==> config.mk <==
export PLATFORM = sky130hd
export DESIGN_NAME = modbus_rtu_request_framer_core
export DESIGN_NICKNAME = d
export VERILOG_FILES = /design/src/rtl/mrf_pkg.sv /design/src/rtl/mrf_crc_step.sv /design/src/rtl/modbus_rtu_request_framer_core.sv
export SDC_FILE = /design/constraint.sdc
export NUM_CORES = 1
export LEC_CHECK = 0
export BUFFER_PORTS_ARGS = -buffer_cell sky130_fd_sc_hd__clkbuf_2
export CORE_MARGIN = 8
export CORE_UTILIZATION = 45
export CTS_CLUSTER_DIAMETER = 100
export DETAILED_ROUTE_END_ITERATION = 6
export PLACE_DENSITY_LB_ADDON = 0.25
export SETUP_SLACK_MARGIN = 0.2
export SYNTH_ARGS = -nofsm -noshare
export SYNTH_HDL_FRONTEND = slang
export SYNTH_SLANG_ARGS = --single-unit
export TNS_END_PERCENT = 100
==> constraint.sdc <==
create_clock -name clk -period 4.1 [get_ports clk]
set_clock_uncertainty 0.05 [all_clocks]
set_input_delay 0.41 -clock clk [delete_from_list [all_inputs] [get_ports clk]]
set_output_delay 0.41 -clock clk [all_outputs]
set_load 0.02 [all_outputs]
==> src/rtl/mrf_pkg.sv <==
// types, codes and frame layout for the modbus rtu request framer
package mrf_pkg;

	localparam int IdxW = 4;

	localparam logic [1:0] FUNC_READ  = 2'd0;
	localparam logic [1:0] FUNC_WRITE = 2'd1;
	localparam logic [1:0] FUNC_RW    = 2'd2;
	localparam logic [1:0] FUNC_NONE  = 2'd3;

	localparam logic [7:0] FC_READ       = 8'h03;
	localparam logic [7:0] FC_WRITE      = 8'h10;
	localparam logic [7:0] FC_READ_WRITE = 8'h17;

	localparam logic [15:0] CRC_INIT = 16'hFFFF;
	localparam logic [15:0] CRC_POLY = 16'hA001;

	localparam logic [7:0] SLAVE_RESET = 8'h01;

	typedef struct packed {
		logic [1:0]  func;
		logic [15:0] reg_address;
		logic [15:0] reg_value;
		logic [7:0]  read_count;
	} req_t;

	typedef struct packed {
		logic [7:0] frame_byte;
		logic       last_byte;
	} frm_t;

	typedef enum logic [1:0] {
		ST_IDLE,
		ST_BODY,
		ST_CRC_LO,
		ST_CRC_HI
	} mrf_state_t;

	// number of bytes before the crc
	function automatic logic [IdxW-1:0] mrf_body_len(input logic [1:0] func);
		logic [IdxW-1:0] len;
		case (func)
			FUNC_READ:  len = IdxW'(6);
			FUNC_WRITE: len = IdxW'(9);
			default:    len = IdxW'(13);
		endcase
		return len;
	endfunction

	function automatic logic [7:0] mrf_body_byte(
		input logic [7:0]      slave,
		input req_t            req,
		input logic [IdxW-1:0] idx
	);
		logic [7:0] ah;
		logic [7:0] al;
		logic [7:0] vh;
		logic [7:0] vl;
		logic [7:0] b;
		ah = req.reg_address[15:8];
		al = req.reg_address[7:0];
		vh = req.reg_value[15:8];
		vl = req.reg_value[7:0];
		b  = 8'h00;
		case (req.func)
			FUNC_READ: begin
				case (idx)
					4'd0:    b = slave;
					4'd1:    b = FC_READ;
					4'd2:    b = ah;
					4'd3:    b = al;
					4'd5:    b = req.read_count;
					default: b = 8'h00;
				endcase
			end
			FUNC_WRITE: begin
				case (idx)
					4'd0:    b = slave;
					4'd1:    b = FC_WRITE;
					4'd2:    b = ah;
					4'd3:    b = al;
					4'd5:    b = 8'h01;
					4'd6:    b = 8'h02;
					4'd7:    b = vh;
					4'd8:    b = vl;
					default: b = 8'h00;
				endcase
			end
			default: begin
				case (idx)
					4'd0:    b = slave;
					4'd1:    b = FC_READ_WRITE;
					4'd2:    b = ah;
					4'd3:    b = al;
					4'd5:    b = 8'h01;
					4'd6:    b = ah;
					4'd7:    b = al;
					4'd9:    b = 8'h01;
					4'd10:   b = 8'h02;
					4'd11:   b = vh;
					4'd12:   b = vl;
					default: b = 8'h00;
				endcase
			end
		endcase
		return b;
	endfunction

endpackage

==> src/rtl/mrf_crc_step.sv <==
// crc-16/modbus update over one byte, the shared unit of the framer
module mrf_crc_step
	import mrf_pkg::*;
(
	input  logic [15:0] crc,
	input  logic [7:0]  data,
	output logic [15:0] crc_next
);

	always_comb begin
		logic [15:0] c;
		c = crc ^ {8'h00, data};
		for (int k = 0; k < 8; k++) begin
			if (c[0]) begin
				c = (c >> 1) ^ CRC_POLY;
			end else begin
				c = c >> 1;
			end
		end
		crc_next = c;
	end

endmodule

==> src/rtl/modbus_rtu_request_framer_core.sv <==
// top level of the modbus rtu request framer: sequencer, crc register and output register
//
//  channel  dir  handshake            beat
//  req      in   req_valid/req_stall  one request (req_t)
//  frm      out  frm_valid/frm_stall  one frame byte (frm_t)
//  cfg      in   cfg_valid/cfg_ready  slave address, 8 bit
//
//  a frame is 8, 11 or 15 bytes long for a read, write or read/write request
//  one byte a cycle through the single crc byte unit, with no stall on frm
//  a request with func 3 is taken and gives no bytes
//  req_stall is high from acceptance until the crc high byte is registered
//  a stall on frm holds the sequencer; reset gives slave address 1
module modbus_rtu_request_framer_core
	import mrf_pkg::*;
(
	input  logic       clk,
	input  logic       arst_n,
	input  logic       req_valid,
	output logic       req_stall,
	input  req_t       req,
	output logic       frm_valid,
	input  logic       frm_stall,
	output frm_t       frm,
	input  logic       cfg_valid,
	output logic       cfg_ready,
	input  logic [7:0] cfg_data
);

	mrf_state_t      state_q;
	mrf_state_t      state_d;
	req_t            req_q;
	logic [IdxW-1:0] idx_q;
	logic [15:0]     crc_q;
	logic [7:0]      slave_q;
	logic            frm_valid_q;
	frm_t            frm_q;

	logic            take;
	logic            advance;
	logic            emit;
	frm_t            frm_d;
	logic [7:0]      body_byte;
	logic [15:0]     crc_next;
	logic            body_end;

	assign cfg_ready = 1'b1;
	assign req_stall = (state_q != ST_IDLE);
	assign take      = req_valid && !req_stall;
	assign advance   = !frm_valid_q || !frm_stall;
	assign body_byte = mrf_body_byte(slave_q, req_q, idx_q);
	assign body_end  = (idx_q == mrf_body_len(req_q.func) - IdxW'(1));

	mrf_crc_step u_crc (
		.crc      (crc_q),
		.data     (body_byte),
		.crc_next (crc_next)
	);

	always_comb begin
		state_d = state_q;
		unique case (state_q)
			ST_IDLE: begin
				if (take && req.func != FUNC_NONE) begin
					state_d = ST_BODY;
				end
			end
			ST_BODY: begin
				if (advance && body_end) begin
					state_d = ST_CRC_LO;
				end
			end
			ST_CRC_LO: begin
				if (advance) begin
					state_d = ST_CRC_HI;
				end
			end
			ST_CRC_HI: begin
				if (advance) begin
					state_d = ST_IDLE;
				end
			end
			default: state_d = ST_IDLE;
		endcase
	end

	always_comb begin
		emit  = 1'b0;
		frm_d = '{frame_byte: body_byte, last_byte: 1'b0};
		unique case (state_q)
			ST_IDLE: emit = 1'b0;
			ST_BODY: emit = advance;
			ST_CRC_LO: begin
				emit  = advance;
				frm_d = '{frame_byte: crc_q[7:0], last_byte: 1'b0};
			end
			ST_CRC_HI: begin
				emit  = advance;
				frm_d = '{frame_byte: crc_q[15:8], last_byte: 1'b1};
			end
			default: emit = 1'b0;
		endcase
	end

	always_ff @(posedge clk or negedge arst_n) begin
		if (!arst_n) begin
			state_q     <= ST_IDLE;
			slave_q     <= SLAVE_RESET;
			frm_valid_q <= 1'b0;
			idx_q       <= '0;
		end else begin
			state_q <= state_d;
			if (cfg_valid && cfg_ready) begin
				slave_q <= cfg_data;
			end
			if (emit) begin
				frm_valid_q <= 1'b1;
			end else if (!frm_stall) begin
				frm_valid_q <= 1'b0;
			end
			if (take) begin
				idx_q <= '0;
			end else if (state_q == ST_BODY && advance) begin
				idx_q <= idx_q + IdxW'(1);
			end
		end
	end

	always_ff @(posedge clk) begin
		if (take) begin
			req_q <= req;
			crc_q <= CRC_INIT;
		end else if (state_q == ST_BODY && advance) begin
			crc_q <= crc_next;
		end
		if (emit) begin
			frm_q <= frm_d;
		end
	end

	assign frm_valid = frm_valid_q;
	assign frm       = frm_q;

endmodule

==> results of run 1 <==
==> final cells by class <==
class,instances,area [um2]
Fill cell,864,4404
Timing Repair Buffer,75,402.9
Sequential cell,82,2228
Clock inverter,3,23.77
Tap cell,129,161.4
Multi-Input combinational cell,251,1833
Clock buffer,13,148.9
Inverter,10,37.54
==> sequential cells by signal, indices dropped and copies added, names as in the netlist <==
name       count
idx_q          4
crc_q         16
req_q         42
slave_q        8
frm            9
state_q        2
frm_valid      1
==> routing by layer <==
layer,track usage,routed length [um]
met5,0,0
met4,0.06572,190
met3,0.05388,738
met2,0.2418,4521
met1,0.2177,4833
==> cells by family after synthesis <==
logic type,Yosys count,share of synthesized area
multiplexers,13,0.03298
adder cells (fa/ha/maj),9,0.02627
AND/OR/NAND/NOR,109,0.1334
other,1,0.0008748
XOR/XNOR,23,0.06801
flip-flops,82,0.5199
AO/OA/AOI/OAI,96,0.1661
buffers and inverters,39,0.05254
==> power by group <==
group	leakage (nW)	internal (W)	total, W	switching, W
Clock	0.0881	0.000240	0.000533	0.000293
Sequential	0.786	0.00118	0.00134	0.000160
Combinational	1.01	0.00102	0.00225	0.00123
==> layout by cell type, fill, tap and decap left out, drive strengths merged, types with 5 or more instances in the layout <==
| master | netlist | final |
|---|---|---|
| a222oi | 7 | 7 |
| a22oi | 12 | 12 |
| clkbuf | 7 | 78 |
| nor2 | 14 | 14 |
| xnor2 | 9 | 9 |
| nand3 | 19 | 19 |
| nand2 | 36 | 36 |
| inv | 9 | 10 |
| a32oi | 7 | 7 |
| o21ai | 17 | 17 |
| buf | 22 | 9 |
| dfrtp | 14 | 14 |
| mux2 | 9 | 9 |
| dfxtp | 16 | 16 |
| a21oi | 20 | 20 |
| ha | 9 | 9 |
| edfxtp | 51 | 51 |
| a31oi | 5 | 5 |
| o211ai | 10 | 10 |
| nand4b | 9 | 9 |
| nor2b | 8 | 8 |
| xor2 | 10 | 10 |
==> how the worst max path moves through the flow <==
stage                                     from                endpoint  cells after the start
final                     idx_q[0]$_DFFE_PN0P_  crc_q[15]$_SDFFE_PP1P_                     11
after floorplan           idx_q[0]$_DFFE_PN0P_  crc_q[15]$_SDFFE_PP1P_                     12
after global placement    idx_q[0]$_DFFE_PN0P_  crc_q[15]$_SDFFE_PP1P_                     11
after detailed placement  idx_q[0]$_DFFE_PN0P_  crc_q[15]$_SDFFE_PP1P_                     11
after CTS                 idx_q[0]$_DFFE_PN0P_  crc_q[15]$_SDFFE_PP1P_                     11
after global routing      idx_q[0]$_DFFE_PN0P_  crc_q[15]$_SDFFE_PP1P_                     11
==> metrics by stage <==
stage	utilization	cells	total power [W]	hold WS [ns]
2_1_floorplan	-	372	0.003156	0.06441
3_3_place_gp	0.5036	546	0.003556	0.3313
3_5_place_dp	0.5036	546	0.003593	0.3421
4_1_cts	0.5234	563	0.004144	0.1495
5_1_grt	0.5234	563	0.004414	0.1437
6_report	0.5234	563	0.004120	0.1648
==> timing repair <==
action	in CTS	in global routing
setup buffers	0	0
hold endpoints to repair	14	0
hold buffers	1	0
gates resized for setup	0	0
==> run_summary.xml, run 1 <==
<?xml version="1.0" encoding="UTF-8"?>
<metrics>
  <group name="outcome">
    <metric name="status" unit="">completed</metric>
  </group>
  <group name="placement">
    <metric name="port_buffers" unit="">65</metric>
    <metric name="post_place_cell_area" unit="um2">4653</metric>
    <metric name="dp_hpwl" unit="mm">7.271</metric>
    <metric name="gpl.final_weighted_congestion" unit="">0.8451</metric>
    <metric name="preCtsSetupSlack" unit="ns">0.4993</metric>
  </group>
  <group name="floorplan">
    <metric name="core_region_area" unit="um2">9240</metric>
    <metric name="die_x" unit="um">113.6</metric>
    <metric name="placement_rows" unit="">35</metric>
    <metric name="initial_utilization" unit="">0.4639</metric>
    <metric name="fp.dieH" unit="um">113.6</metric>
    <metric name="ioPinCount" unit="">67</metric>
    <metric name="die_footprint" unit="um2">12910</metric>
  </group>
  <group name="clock_network">
    <metric name="numCtsBuffers" unit="">9</metric>
    <metric name="clock_tree.buffer_depth" unit="">2</metric>
    <metric name="tritoncts" unit="">done</metric>
    <metric name="h-tree-depth" unit="">3</metric>
    <metric name="root_buffer" unit="">sky130_fd_sc_hd__clkbuf_8</metric>
    <metric name="cts_sinks" unit="">82</metric>
    <metric name="clock_latency_on_the_worst_skew_pair" unit="ns">0.37</metric>
    <metric name="path_clk_slew" unit="ns">0.09</metric>
  </group>
  <group name="grt">
    <metric name="grt.overflow.total" unit="">0</metric>
    <metric name="grt_antenna_before_repair" unit="">0</metric>
    <metric name="grt_first_pass_wirelength" unit="mm">16.53</metric>
    <metric name="grt_usage" unit="">0.1643</metric>
    <metric name="grt_max_degree" unit="">39</metric>
    <metric name="number_of_global_route_vias_before_repair" unit="">3223</metric>
  </group>
  <group name="hold_path">
    <metric name="timing.hold.worst.class" unit="">input port to register</metric>
    <metric name="min_from" unit="">req[6]</metric>
    <metric name="min_to" unit="">req_q[6]$_DFFE_PP_</metric>
    <metric name="timing.hold.worst_path_depth" unit="">1</metric>
  </group>
  <group name="critical_path">
    <metric name="crit_type" unit="">register to register</metric>
    <metric name="worst_ep_arrival_time" unit="ns">3.80</metric>
    <metric name="critical_path.cell_chain" unit="">inv_1 -&gt; ha_1 -&gt; nor4_1 -&gt; nor4b_2 -&gt; o21ai_1 -&gt; a31oi_4 -&gt; xnor2_2 -&gt; xnor3_2 -&gt; xnor3_2 -&gt; a21oi_1 -&gt; or2_1</metric>
    <metric name="critPathCaptureType" unit="">register</metric>
    <metric name="buffer_and_inverter_count_on_the_worst_path" unit="">1</metric>
    <metric name="cpMostUsedCell" unit="">sky130_fd_sc_hd__xnor3_2</metric>
    <metric name="cpMaxStageDelayCell" unit="">sky130_fd_sc_hd__ha_1</metric>
    <metric name="worstReg2RegStart" unit="">idx_q[0]$_DFFE_PN0P_</metric>
    <metric name="worst_r2r_path_depth" unit="">11</metric>
    <metric name="required" unit="ns">4.32</metric>
    <metric name="r2r_setup_slack" unit="ns">0.52</metric>
    <metric name="path_delay_family" unit="">XOR/XNOR gates</metric>
    <metric name="critPathMaxStageDelay" unit="ns">0.59</metric>
    <metric name="critical_path.reg2reg.endpoint" unit="">crc_q[15]$_SDFFE_PP1P_</metric>
    <metric name="cp-start-kind" unit="">register</metric>
    <metric name="critical_path_peak_fanout" unit="">16</metric>
  </group>
  <group name="detailed_routing">
    <metric name="drt-pass1-iter-count" unit="">6</metric>
    <metric name="post-route-drc-count" unit="">0</metric>
    <metric name="postRouteAntennaNets" unit="">0</metric>
    <metric name="dr.first_iter.drc_count" unit="">210</metric>
    <metric name="via_per_inst" unit="">5.638</metric>
    <metric name="wire_per_inst" unit="um">18.27</metric>
    <metric name="detail_route.wirelength" unit="mm">10.28</metric>
    <metric name="vias" unit="">3174</metric>
  </group>
  <group name="sta">
    <metric name="min_period" unit="ns">3.581</metric>
    <metric name="finalSetupTns" unit="ns">0</metric>
    <metric name="number_of_hold_violations_in_the_final_report" unit="">0</metric>
    <metric name="report.final.setup_viol" unit="">0</metric>
    <metric name="slew_viol_final" unit="">0</metric>
    <metric name="max_slew.worst_pin.slew" unit="ns">0.9553</metric>
    <metric name="finalWorstSetupSlack" unit="ns">0.5190</metric>
    <metric name="achievable-frequency" unit="MHz">279.3</metric>
    <metric name="relSlewSlack" unit="">0.3631</metric>
    <metric name="timing.final.crit_share" unit="">0.8734</metric>
    <metric name="rsz0062_at_grt" unit="">false</metric>
  </group>
  <group name="synthesis">
    <metric name="synth.top_cell.area_share" unit="">0.3573</metric>
    <metric name="synth_area_leader_cell" unit="">sky130_fd_sc_hd__edfxtp_1</metric>
    <metric name="synth.distinct_cells" unit="">62</metric>
    <metric name="async_flop_share" unit="">0.1829</metric>
    <metric name="synth_top_flop_cell" unit="">sky130_fd_sc_hd__edfxtp_1</metric>
    <metric name="synth_seq_cells" unit="">82</metric>
    <metric name="number_of_nets_in_the_synthesized_netlist" unit="">436</metric>
    <metric name="post_synth_inst_count" unit="">372</metric>
    <metric name="post-synth-top-count-cell" unit="">sky130_fd_sc_hd__edfxtp_1</metric>
    <metric name="ys_seq_area_frac" unit="">0.5198</metric>
    <metric name="synth_top_cells_by_area" unit="">sky130_fd_sc_hd__edfxtp_1 (36%), sky130_fd_sc_hd__dfrtp_1 (8.2%), sky130_fd_sc_hd__dfxtp_1 (7.5%), sky130_fd_sc_hd__nand2_1 (3.2%), sky130_fd_sc_hd__ha_1 (2.6%)</metric>
    <metric name="syn-mean-instance-area" unit="um2">11.52</metric>
    <metric name="synth_cell_area" unit="um2">4287</metric>
    <metric name="synth.cells.most_frequent" unit="">sky130_fd_sc_hd__edfxtp_1 (51), sky130_fd_sc_hd__nand2_1 (36), sky130_fd_sc_hd__a21oi_1 (19), sky130_fd_sc_hd__nand3_1 (19), sky130_fd_sc_hd__dfxtp_1 (16)</metric>
    <metric name="number_of_flops_mapped_to_enable_cells_by_yosys" unit="">51</metric>
    <metric name="yosysWarnings" unit="">0</metric>
  </group>
  <group name="pwr">
    <metric name="power_density_normalized_to_cell_area" unit="nW/um2">852.1</metric>
    <metric name="leakagePower" unit="nW">1.882</metric>
    <metric name="max-vdd-ir-drop" unit="mV">0.5594</metric>
  </group>
  <group name="run">
    <metric name="cap_violations" unit="">0</metric>
  </group>
  <group name="layout">
    <metric name="layout-drive-gt1-share" unit="">0.2650</metric>
    <metric name="diodes" unit="">0</metric>
    <metric name="final_net_count" unit="">493</metric>
    <metric name="synthToLayoutAreaGrowth" unit="%">12.81</metric>
    <metric name="stdcell_area" unit="um2">4836</metric>
  </group>
</metrics>
(Power assumes the default switching activity.)
==> inputs of run 2 (changes only) <==
--- a/config.mk
+++ b/config.mk
@@ -7,3 +7,3 @@
 export LEC_CHECK = 0
-export BUFFER_PORTS_ARGS = -buffer_cell sky130_fd_sc_hd__clkbuf_2
+export BUFFER_PORTS_ARGS = -buffer_cell sky130_fd_sc_hd__buf_2
 export CORE_MARGIN = 8
==> constraint.sdc (replaced) <==
create_clock -name clk -period 4.1 [get_ports clk]
set_clock_uncertainty 0.05 [all_clocks]
set_input_delay 0 -clock clk [delete_from_list [all_inputs] [get_ports clk]]
set_output_delay 0 -clock clk [all_outputs]
set_load 0.02 [all_outputs]
==> run 2 against run 1 <==
Compared with the run above:
- via count grew 6.6%
- sequential share of layout area shrank 5.1 points
- hold slack lost 0.12 ns
- flip-flop and latch count is the same
- largest power group unchanged
- clock-buffer cell count shrank 3
- final cell count grew 9.1%
- global-route usage grew 1.5 points
- clock power grew 44%
- first-iteration DRC count grew 51%
- cell area grew 13%
==> run_summary.xml, run 2 (synthesis results as in run 1) <==
<?xml version="1.0" encoding="UTF-8"?>
<metrics>
  <group name="outcome">
    <metric name="status" unit="">completed</metric>
  </group>
  <group name="clock_network">
    <metric name="post_cts_hold_buffer_count" unit="">54</metric>
    <metric name="cts.repair_timing.setup_buffer_count" unit="">0</metric>
    <metric name="clock_latency_on_the_worst_skew_pair" unit="ns">0.36</metric>
    <metric name="clock_tree.buffer_depth" unit="">2</metric>
    <metric name="numCtsBuffers" unit="">9</metric>
    <metric name="root_buffer" unit="">sky130_fd_sc_hd__clkbuf_8</metric>
    <metric name="h-tree-depth" unit="">3</metric>
    <metric name="tritoncts" unit="">done</metric>
    <metric name="cts_sinks" unit="">82</metric>
    <metric name="path_clk_slew" unit="ns">0.08</metric>
    <metric name="cts.repair.resized" unit="">0</metric>
  </group>
  <group name="sta">
    <metric name="achievable-frequency" unit="MHz">276.3</metric>
    <metric name="rsz0062_at_grt" unit="">false</metric>
    <metric name="timing.final.crit_share" unit="">0.8827</metric>
    <metric name="max_slew.worst_pin.slew" unit="ns">0.9587</metric>
    <metric name="report.final.setup_viol" unit="">0</metric>
    <metric name="min_period" unit="ns">3.619</metric>
    <metric name="finalSetupTns" unit="ns">0</metric>
    <metric name="slew_viol_final" unit="">0</metric>
    <metric name="relSlewSlack" unit="">0.3608</metric>
    <metric name="number_of_hold_violations_in_the_final_report" unit="">0</metric>
  </group>
  <group name="layout">
    <metric name="layout-drive-gt1-share" unit="">0.2371</metric>
    <metric name="finalCoreUtilization" unit="">0.5890</metric>
    <metric name="final_net_count" unit="">544</metric>
    <metric name="most-common-layout-cells" unit="">sky130_fd_sc_hd__buf_2 (65), sky130_fd_sc_hd__dlygate4sd3_1 (54), sky130_fd_sc_hd__edfxtp_1 (51)</metric>
    <metric name="diodes" unit="">0</metric>
    <metric name="synthToLayoutAreaGrowth" unit="%">26.97</metric>
    <metric name="top_register" unit="">req_q</metric>
    <metric name="layout.cells.most_common" unit="">sky130_fd_sc_hd__buf_2</metric>
    <metric name="largest_register_ff_count" unit="">42</metric>
  </group>
  <group name="detailed_routing">
    <metric name="dr.first_iter.drc_count" unit="">318</metric>
    <metric name="vias" unit="">3384</metric>
    <metric name="postRouteAntennaNets" unit="">0</metric>
    <metric name="via_per_inst" unit="">5.511</metric>
    <metric name="wire_per_inst" unit="um">17.91</metric>
    <metric name="post-route-drc-count" unit="">0</metric>
    <metric name="detail_route.wirelength" unit="mm">11.00</metric>
    <metric name="drt-pass1-iter-count" unit="">5</metric>
  </group>
  <group name="hold_path">
    <metric name="min_from" unit="">cfg_valid</metric>
    <metric name="timing.hold.worst.class" unit="">input port to register</metric>
    <metric name="min_to" unit="">slave_q[6]$_DFFE_PN0P_</metric>
    <metric name="timing.hold.worst_path_depth" unit="">2</metric>
  </group>
  <group name="critical_path">
    <metric name="required" unit="ns">4.31</metric>
    <metric name="critical_path_peak_fanout" unit="">16</metric>
    <metric name="critical_path.cell_chain" unit="">inv_1 -&gt; ha_1 -&gt; buf_4 -&gt; nor4_1 -&gt; nor4b_2 -&gt; o21ai_1 -&gt; a31oi_4 -&gt; xnor2_2 -&gt; xnor3_2 -&gt; xnor3_2 -&gt; a21oi_1 -&gt; or2_1</metric>
    <metric name="critical_path.reg2reg.endpoint" unit="">crc_q[15]$_SDFFE_PP1P_</metric>
    <metric name="cpMaxStageDelayCell" unit="">sky130_fd_sc_hd__xnor3_2</metric>
    <metric name="cpMostUsedCell" unit="">sky130_fd_sc_hd__xnor3_2</metric>
    <metric name="crit_type" unit="">register to register</metric>
    <metric name="critPathCaptureType" unit="">register</metric>
    <metric name="r2r_setup_slack" unit="ns">0.48</metric>
    <metric name="cp-start-kind" unit="">register</metric>
    <metric name="worst_r2r_path_depth" unit="">12</metric>
    <metric name="worstReg2RegStart" unit="">idx_q[0]$_DFFE_PN0P_</metric>
    <metric name="worst_ep_arrival_time" unit="ns">3.82</metric>
    <metric name="critPathMaxStageDelay" unit="ns">0.48</metric>
  </group>
  <group name="pwr">
    <metric name="max-vdd-ir-drop" unit="mV">0.6021</metric>
    <metric name="power_density_normalized_to_cell_area" unit="nW/um2">812.1</metric>
    <metric name="leakagePower" unit="nW">2.116</metric>
    <metric name="p_total" unit="W">0.004420</metric>
  </group>
  <group name="grt">
    <metric name="grt_antenna_before_repair" unit="">0</metric>
    <metric name="grt.overflow.total" unit="">0</metric>
    <metric name="grt_first_pass_wirelength" unit="mm">18.04</metric>
    <metric name="grt_usage" unit="">0.1797</metric>
    <metric name="number_of_global_route_vias_before_repair" unit="">3417</metric>
    <metric name="grt_max_degree" unit="">40</metric>
  </group>
  <group name="floorplan">
    <metric name="initial_utilization" unit="">0.4639</metric>
    <metric name="die_x" unit="um">113.6</metric>
    <metric name="placement_rows" unit="">35</metric>
    <metric name="ioPinCount" unit="">67</metric>
    <metric name="core_region_area" unit="um2">9240</metric>
    <metric name="die_footprint" unit="um2">12910</metric>
    <metric name="fp.dieH" unit="um">113.6</metric>
  </group>
  <group name="run">
    <metric name="cap_violations" unit="">0</metric>
  </group>
  <group name="placement">
    <metric name="gpl.final_weighted_congestion" unit="">0.8680</metric>
    <metric name="dp_hpwl" unit="mm">7.219</metric>
    <metric name="port_buffers" unit="">65</metric>
  </group>
</metrics>
-- run 2: cell count changes in the layout (fill, tap and decap cells not counted), moves of 2 or more --
cell	previous run	this run
sky130_fd_sc_hd__buf_2	0	65
sky130_fd_sc_hd__buf_4	9	7
sky130_fd_sc_hd__bufinv_16	0	4
sky130_fd_sc_hd__clkbuf_1	3	1
sky130_fd_sc_hd__clkbuf_2	65	0
sky130_fd_sc_hd__clkinv_4	2	0
sky130_fd_sc_hd__dlygate4sd3_1	1	54
-- run 2: routing by layer --
layer	vias to the layer above	GRT usage	routed length, um
met4	0	0.06306	184
met2	111	0.2781	5093
met3	13	0.05705	731
li1	1611	-	-
met5	-	0	0
met1	1649	0.2309	4987
-- run 2: cell type report --
class                   count  area [um2]
inverters                  10       37.54
fillers                   762        3797
repair buffers            126       918.4
clock buffers              10       127.6
well taps                 129       161.4
flip-flops and latches     82        2228
clock inverters             6       136.4
multi-input cells         251        1833
-- run 2: critical path, delay by kind of cell (launching register included) --
family	cells	cell delay, ns
buffers and inverters	2	0.40
flip-flops	1	0.45
AND/OR/NAND/NOR	3	0.65
AO/OA/AOI/OAI	3	0.47
adder cells (fa/ha/maj)	1	0.42
XOR/XNOR	3	1.06
-- run 2: stage by stage --
step	std cells	hold slack, ns	instance area, um2	setup WS, ns
CTS	614	0.03865	5443	0.5010
finish	614	0.04407	5443	0.4807
global placement	544	-0.09336	4638	0.6302
global route	614	0.03807	5443	0.2544
floorplan	372	-0.3456	4287	0.9144
detailed placement	544	-0.08569	4638	0.5340
-- run 2: worst max-delay path by stage --
stage                     cells after the start            startpoint                     end  slack (ns)
after global routing                         12  idx_q[0]$_DFFE_PN0P_  crc_q[15]$_SDFFE_PP1P_        0.25
after detailed placement                     12  idx_q[0]$_DFFE_PN0P_  crc_q[15]$_SDFFE_PP1P_        0.53
after global placement                       12  idx_q[0]$_DFFE_PN0P_  crc_q[15]$_SDFFE_PP1P_        0.63
after CTS                                    12  idx_q[0]$_DFFE_PN0P_  crc_q[15]$_SDFFE_PP1P_        0.50
after floorplan                              12  idx_q[0]$_DFFE_PN0P_  crc_q[15]$_SDFFE_PP1P_        0.91
final                                        12  idx_q[0]$_DFFE_PN0P_  crc_q[15]$_SDFFE_PP1P_        0.48
-- run 2: power breakdown --
group / switching, W / internal [W]
Sequential: 0.000166 / 0.00118
Combinational: 0.00126 / 0.00105
Clock: 0.000296 / 0.000468
==> inputs of run 3 (changes only) <==
- BUFFER_PORTS_ARGS: -buffer_cell sky130_fd_sc_hd__buf_2 -> default
- CORE_UTILIZATION: 45 -> 50
- CTS_BUF_LIST: default -> sky130_fd_sc_hd__clkbuf_8
- DONT_BUFFER_PORTS: default -> 1
==> run 3 against run 2 <==
Compared with the run above:
- final cell count fell by 14%
- utilization is 2.1 points higher
- clock power down 22%
- combinational power shrank 6%
- worst setup slack lost 0.043 ns
- sequential power rose by 8%
- sequential share of layout area up 3.3 points
- cell area is 7.4% lower
- hold slack gained 0.020 ns
- first-iteration DRC count down 9.1%
- clock-buffer cell count unchanged
- critical path depth is 2 lower
==> run_summary.xml, run 3 (synthesis results as in run 1) <==
<?xml version="1.0" encoding="UTF-8"?>
<metrics>
  <group name="layout">
    <metric name="finalCoreUtilization" unit="">0.6105</metric>
    <metric name="most-common-layout-cells" unit="">sky130_fd_sc_hd__dlygate4sd3_1 (53), sky130_fd_sc_hd__edfxtp_1 (51), sky130_fd_sc_hd__nand2_1 (36)</metric>
    <metric name="layout.cells.most_common" unit="">sky130_fd_sc_hd__dlygate4sd3_1</metric>
    <metric name="largest_register_ff_count" unit="">42</metric>
    <metric name="final_net_count" unit="">481</metric>
    <metric name="final_cells" unit="">527</metric>
    <metric name="layout-drive-gt1-share" unit="">0.1280</metric>
    <metric name="synthToLayoutAreaGrowth" unit="%">17.60</metric>
    <metric name="diodes" unit="">0</metric>
    <metric name="top_register" unit="">req_q</metric>
  </group>
  <group name="sta">
    <metric name="achievable-frequency" unit="MHz">273.1</metric>
    <metric name="number_of_hold_violations_in_the_final_report" unit="">0</metric>
    <metric name="timing.final.crit_share" unit="">0.8932</metric>
    <metric name="relSlewSlack" unit="">0.3421</metric>
    <metric name="rsz0062_at_grt" unit="">false</metric>
    <metric name="max_slew.worst_pin.slew" unit="ns">0.9868</metric>
    <metric name="finalSetupTns" unit="ns">0</metric>
    <metric name="worst_hold_slack" unit="ns">0.06364</metric>
    <metric name="slew_viol_final" unit="">0</metric>
    <metric name="min_period" unit="ns">3.662</metric>
    <metric name="report.final.setup_viol" unit="">0</metric>
  </group>
  <group name="floorplan">
    <metric name="die_x" unit="um">108.6</metric>
    <metric name="placement_rows" unit="">33</metric>
    <metric name="fp.dieH" unit="um">108.6</metric>
    <metric name="initial_utilization" unit="">0.5191</metric>
    <metric name="die_footprint" unit="um2">11790</metric>
    <metric name="ioPinCount" unit="">67</metric>
    <metric name="core_region_area" unit="um2">8258</metric>
  </group>
  <group name="detailed_routing">
    <metric name="detail_route.wirelength" unit="mm">10.88</metric>
    <metric name="vias" unit="">3213</metric>
    <metric name="postRouteAntennaNets" unit="">0</metric>
    <metric name="drt-pass1-iter-count" unit="">5</metric>
    <metric name="dr.first_iter.drc_count" unit="">289</metric>
    <metric name="post-route-drc-count" unit="">0</metric>
    <metric name="wire_per_inst" unit="um">20.65</metric>
    <metric name="via_per_inst" unit="">6.097</metric>
  </group>
  <group name="critical_path">
    <metric name="critical_path.cell_chain" unit="">ha_1 -&gt; nor2b_1 -&gt; a32oi_1 -&gt; mux2i_1 -&gt; o22a_1 -&gt; xnor3_2 -&gt; xnor3_2 -&gt; xnor3_2 -&gt; a21oi_1 -&gt; or2_1</metric>
    <metric name="worst_ep_arrival_time" unit="ns">3.86</metric>
    <metric name="critical_path.reg2reg.endpoint" unit="">crc_q[15]$_SDFFE_PP1P_</metric>
    <metric name="critPathMaxStageDelay" unit="ns">0.70</metric>
    <metric name="cp-start-kind" unit="">register</metric>
    <metric name="r2r_setup_slack" unit="ns">0.44</metric>
    <metric name="required" unit="ns">4.29</metric>
    <metric name="critPathCaptureType" unit="">register</metric>
    <metric name="crit_type" unit="">register to register</metric>
    <metric name="cpMaxStageDelayCell" unit="">sky130_fd_sc_hd__ha_1</metric>
    <metric name="path_delay_family" unit="">XOR/XNOR gates</metric>
    <metric name="cpMostUsedCell" unit="">sky130_fd_sc_hd__xnor3_2</metric>
    <metric name="critical_path_peak_fanout" unit="">19</metric>
    <metric name="worstReg2RegStart" unit="">idx_q[0]$_DFFE_PN0P_</metric>
    <metric name="buffer_and_inverter_count_on_the_worst_path" unit="">0</metric>
    <metric name="worst_r2r_path_depth" unit="">10</metric>
  </group>
  <group name="hold_path">
    <metric name="timing.hold.worst.class" unit="">input port to register</metric>
    <metric name="min_to" unit="">state_q[0]$_DFFE_PN0P_</metric>
    <metric name="min_from" unit="">req[41]</metric>
    <metric name="timing.hold.worst_path_depth" unit="">3</metric>
  </group>
  <group name="pwr">
    <metric name="p_comb_frac" unit="">0.514</metric>
    <metric name="power.internal" unit="W">0.002484</metric>
    <metric name="clockPowerShare" unit="">0.141</metric>
    <metric name="max-vdd-ir-drop" unit="mV">0.7020</metric>
    <metric name="power.switching" unit="W">0.001715</metric>
    <metric name="power_density_normalized_to_cell_area" unit="nW/um2">832.9</metric>
    <metric name="swShare" unit="">0.4084</metric>
    <metric name="p_total" unit="W">0.004199</metric>
    <metric name="leakagePower" unit="nW">1.839</metric>
    <metric name="sequentialPowerShare" unit="">0.345</metric>
  </group>
  <group name="placement">
    <metric name="dp_hpwl" unit="mm">7.113</metric>
    <metric name="placed_cells" unit="">458</metric>
    <metric name="port_buffers" unit="">0</metric>
    <metric name="gpl.final_weighted_congestion" unit="">0.8764</metric>
  </group>
  <group name="clock_network">
    <metric name="h-tree-depth" unit="">3</metric>
    <metric name="clock_tree.buffer_depth" unit="">2</metric>
    <metric name="path_clk_slew" unit="ns">0.08</metric>
    <metric name="root_buffer" unit="">sky130_fd_sc_hd__clkbuf_8</metric>
    <metric name="clock_latency_on_the_worst_skew_pair" unit="ns">0.36</metric>
    <metric name="cts_sinks" unit="">82</metric>
    <metric name="numCtsBuffers" unit="">9</metric>
    <metric name="tritoncts" unit="">done</metric>
  </group>
  <group name="grt">
    <metric name="grt.overflow.total" unit="">0</metric>
    <metric name="grt_usage" unit="">0.1880</metric>
    <metric name="grt_max_degree" unit="">32</metric>
    <metric name="grt_antenna_before_repair" unit="">0</metric>
    <metric name="grt_first_pass_wirelength" unit="mm">17.13</metric>
    <metric name="number_of_global_route_vias_before_repair" unit="">3200</metric>
  </group>
  <group name="outcome">
    <metric name="status" unit="">completed</metric>
  </group>
  <group name="run">
    <metric name="cap_violations" unit="">0</metric>
  </group>
</metrics>
run 3: cell type report:
type,instances,area [um2]
Tap cell,105,131.4
Sequential cell,82,2228
Clock buffer,10,137.6
Clock inverter,6,65.06
Timing Repair Buffer,63,605.6
Fill cell,665,3217
Multi-Input combinational cell,251,1836
Inverter,10,37.54
run 3: power groups by stage:
stage / sequential [W] / combinational [W] / clock, W
2_1_floorplan: 0.00138 / 0.00178 / 0
6_report: 0.00145 / 0.00216 / 0.000593
3_5_place_dp: 0.00146 / 0.00207 / 0
5_1_grt: 0.00148 / 0.00234 / 0.000636
4_1_cts: 0.00144 / 0.00213 / 0.000608
3_3_place_gp: 0.00145 / 0.00202 / 0
run 3: timing repair:
action,CTS,global route
hold buffers,53,0
gates resized for setup,0,1
setup endpoints to repair,0,2
buffers inserted,0,0
endpoints found under the hold margin,66,0
run 3: worst register-to-register path, cell delays in order, from the launching register on:
cell                      delay [ns]
sky130_fd_sc_hd__dfrtp_1        0.47
sky130_fd_sc_hd__ha_1           0.70
sky130_fd_sc_hd__nor2b_1        0.34
sky130_fd_sc_hd__a32oi_1        0.09
sky130_fd_sc_hd__mux2i_1        0.18
sky130_fd_sc_hd__o22a_1         0.24
sky130_fd_sc_hd__xnor3_2        0.38
sky130_fd_sc_hd__xnor3_2        0.39
sky130_fd_sc_hd__xnor3_2        0.41
sky130_fd_sc_hd__a21oi_1        0.06
sky130_fd_sc_hd__or2_1          0.23
run 3: stage by stage:
step                worst slack [ns]  cell area, um2
global route                  0.2113            5041
detailed placement            0.4372            4305
finish                        0.4379            5041
global placement              0.5659            4305
CTS                           0.4117            5039
floorplan                     0.9144            4287
run 3: how the worst max path moves through the flow:
stage	start	endpoint	slack, ns	cells past startpoint
finish	idx_q[0]$_DFFE_PN0P_	crc_q[15]$_SDFFE_PP1P_	0.44	10
global route	idx_q[0]$_DFFE_PN0P_	crc_q[15]$_SDFFE_PP1P_	0.21	10
CTS	idx_q[0]$_DFFE_PN0P_	crc_q[15]$_SDFFE_PP1P_	0.41	11
detailed placement	idx_q[0]$_DFFE_PN0P_	crc_q[15]$_SDFFE_PP1P_	0.44	11
global placement	idx_q[0]$_DFFE_PN0P_	crc_q[15]$_SDFFE_PP1P_	0.57	11
floorplan	idx_q[0]$_DFFE_PN0P_	crc_q[15]$_SDFFE_PP1P_	0.91	12
run 3: routing by layer:
metal  vias up  track usage  wire, um
met5         -            0         0
met4         0      0.05572       112
met3         9      0.04938       781
met2       156       0.2908      4962
met1      1566       0.2534      5024
li1       1482            -         -
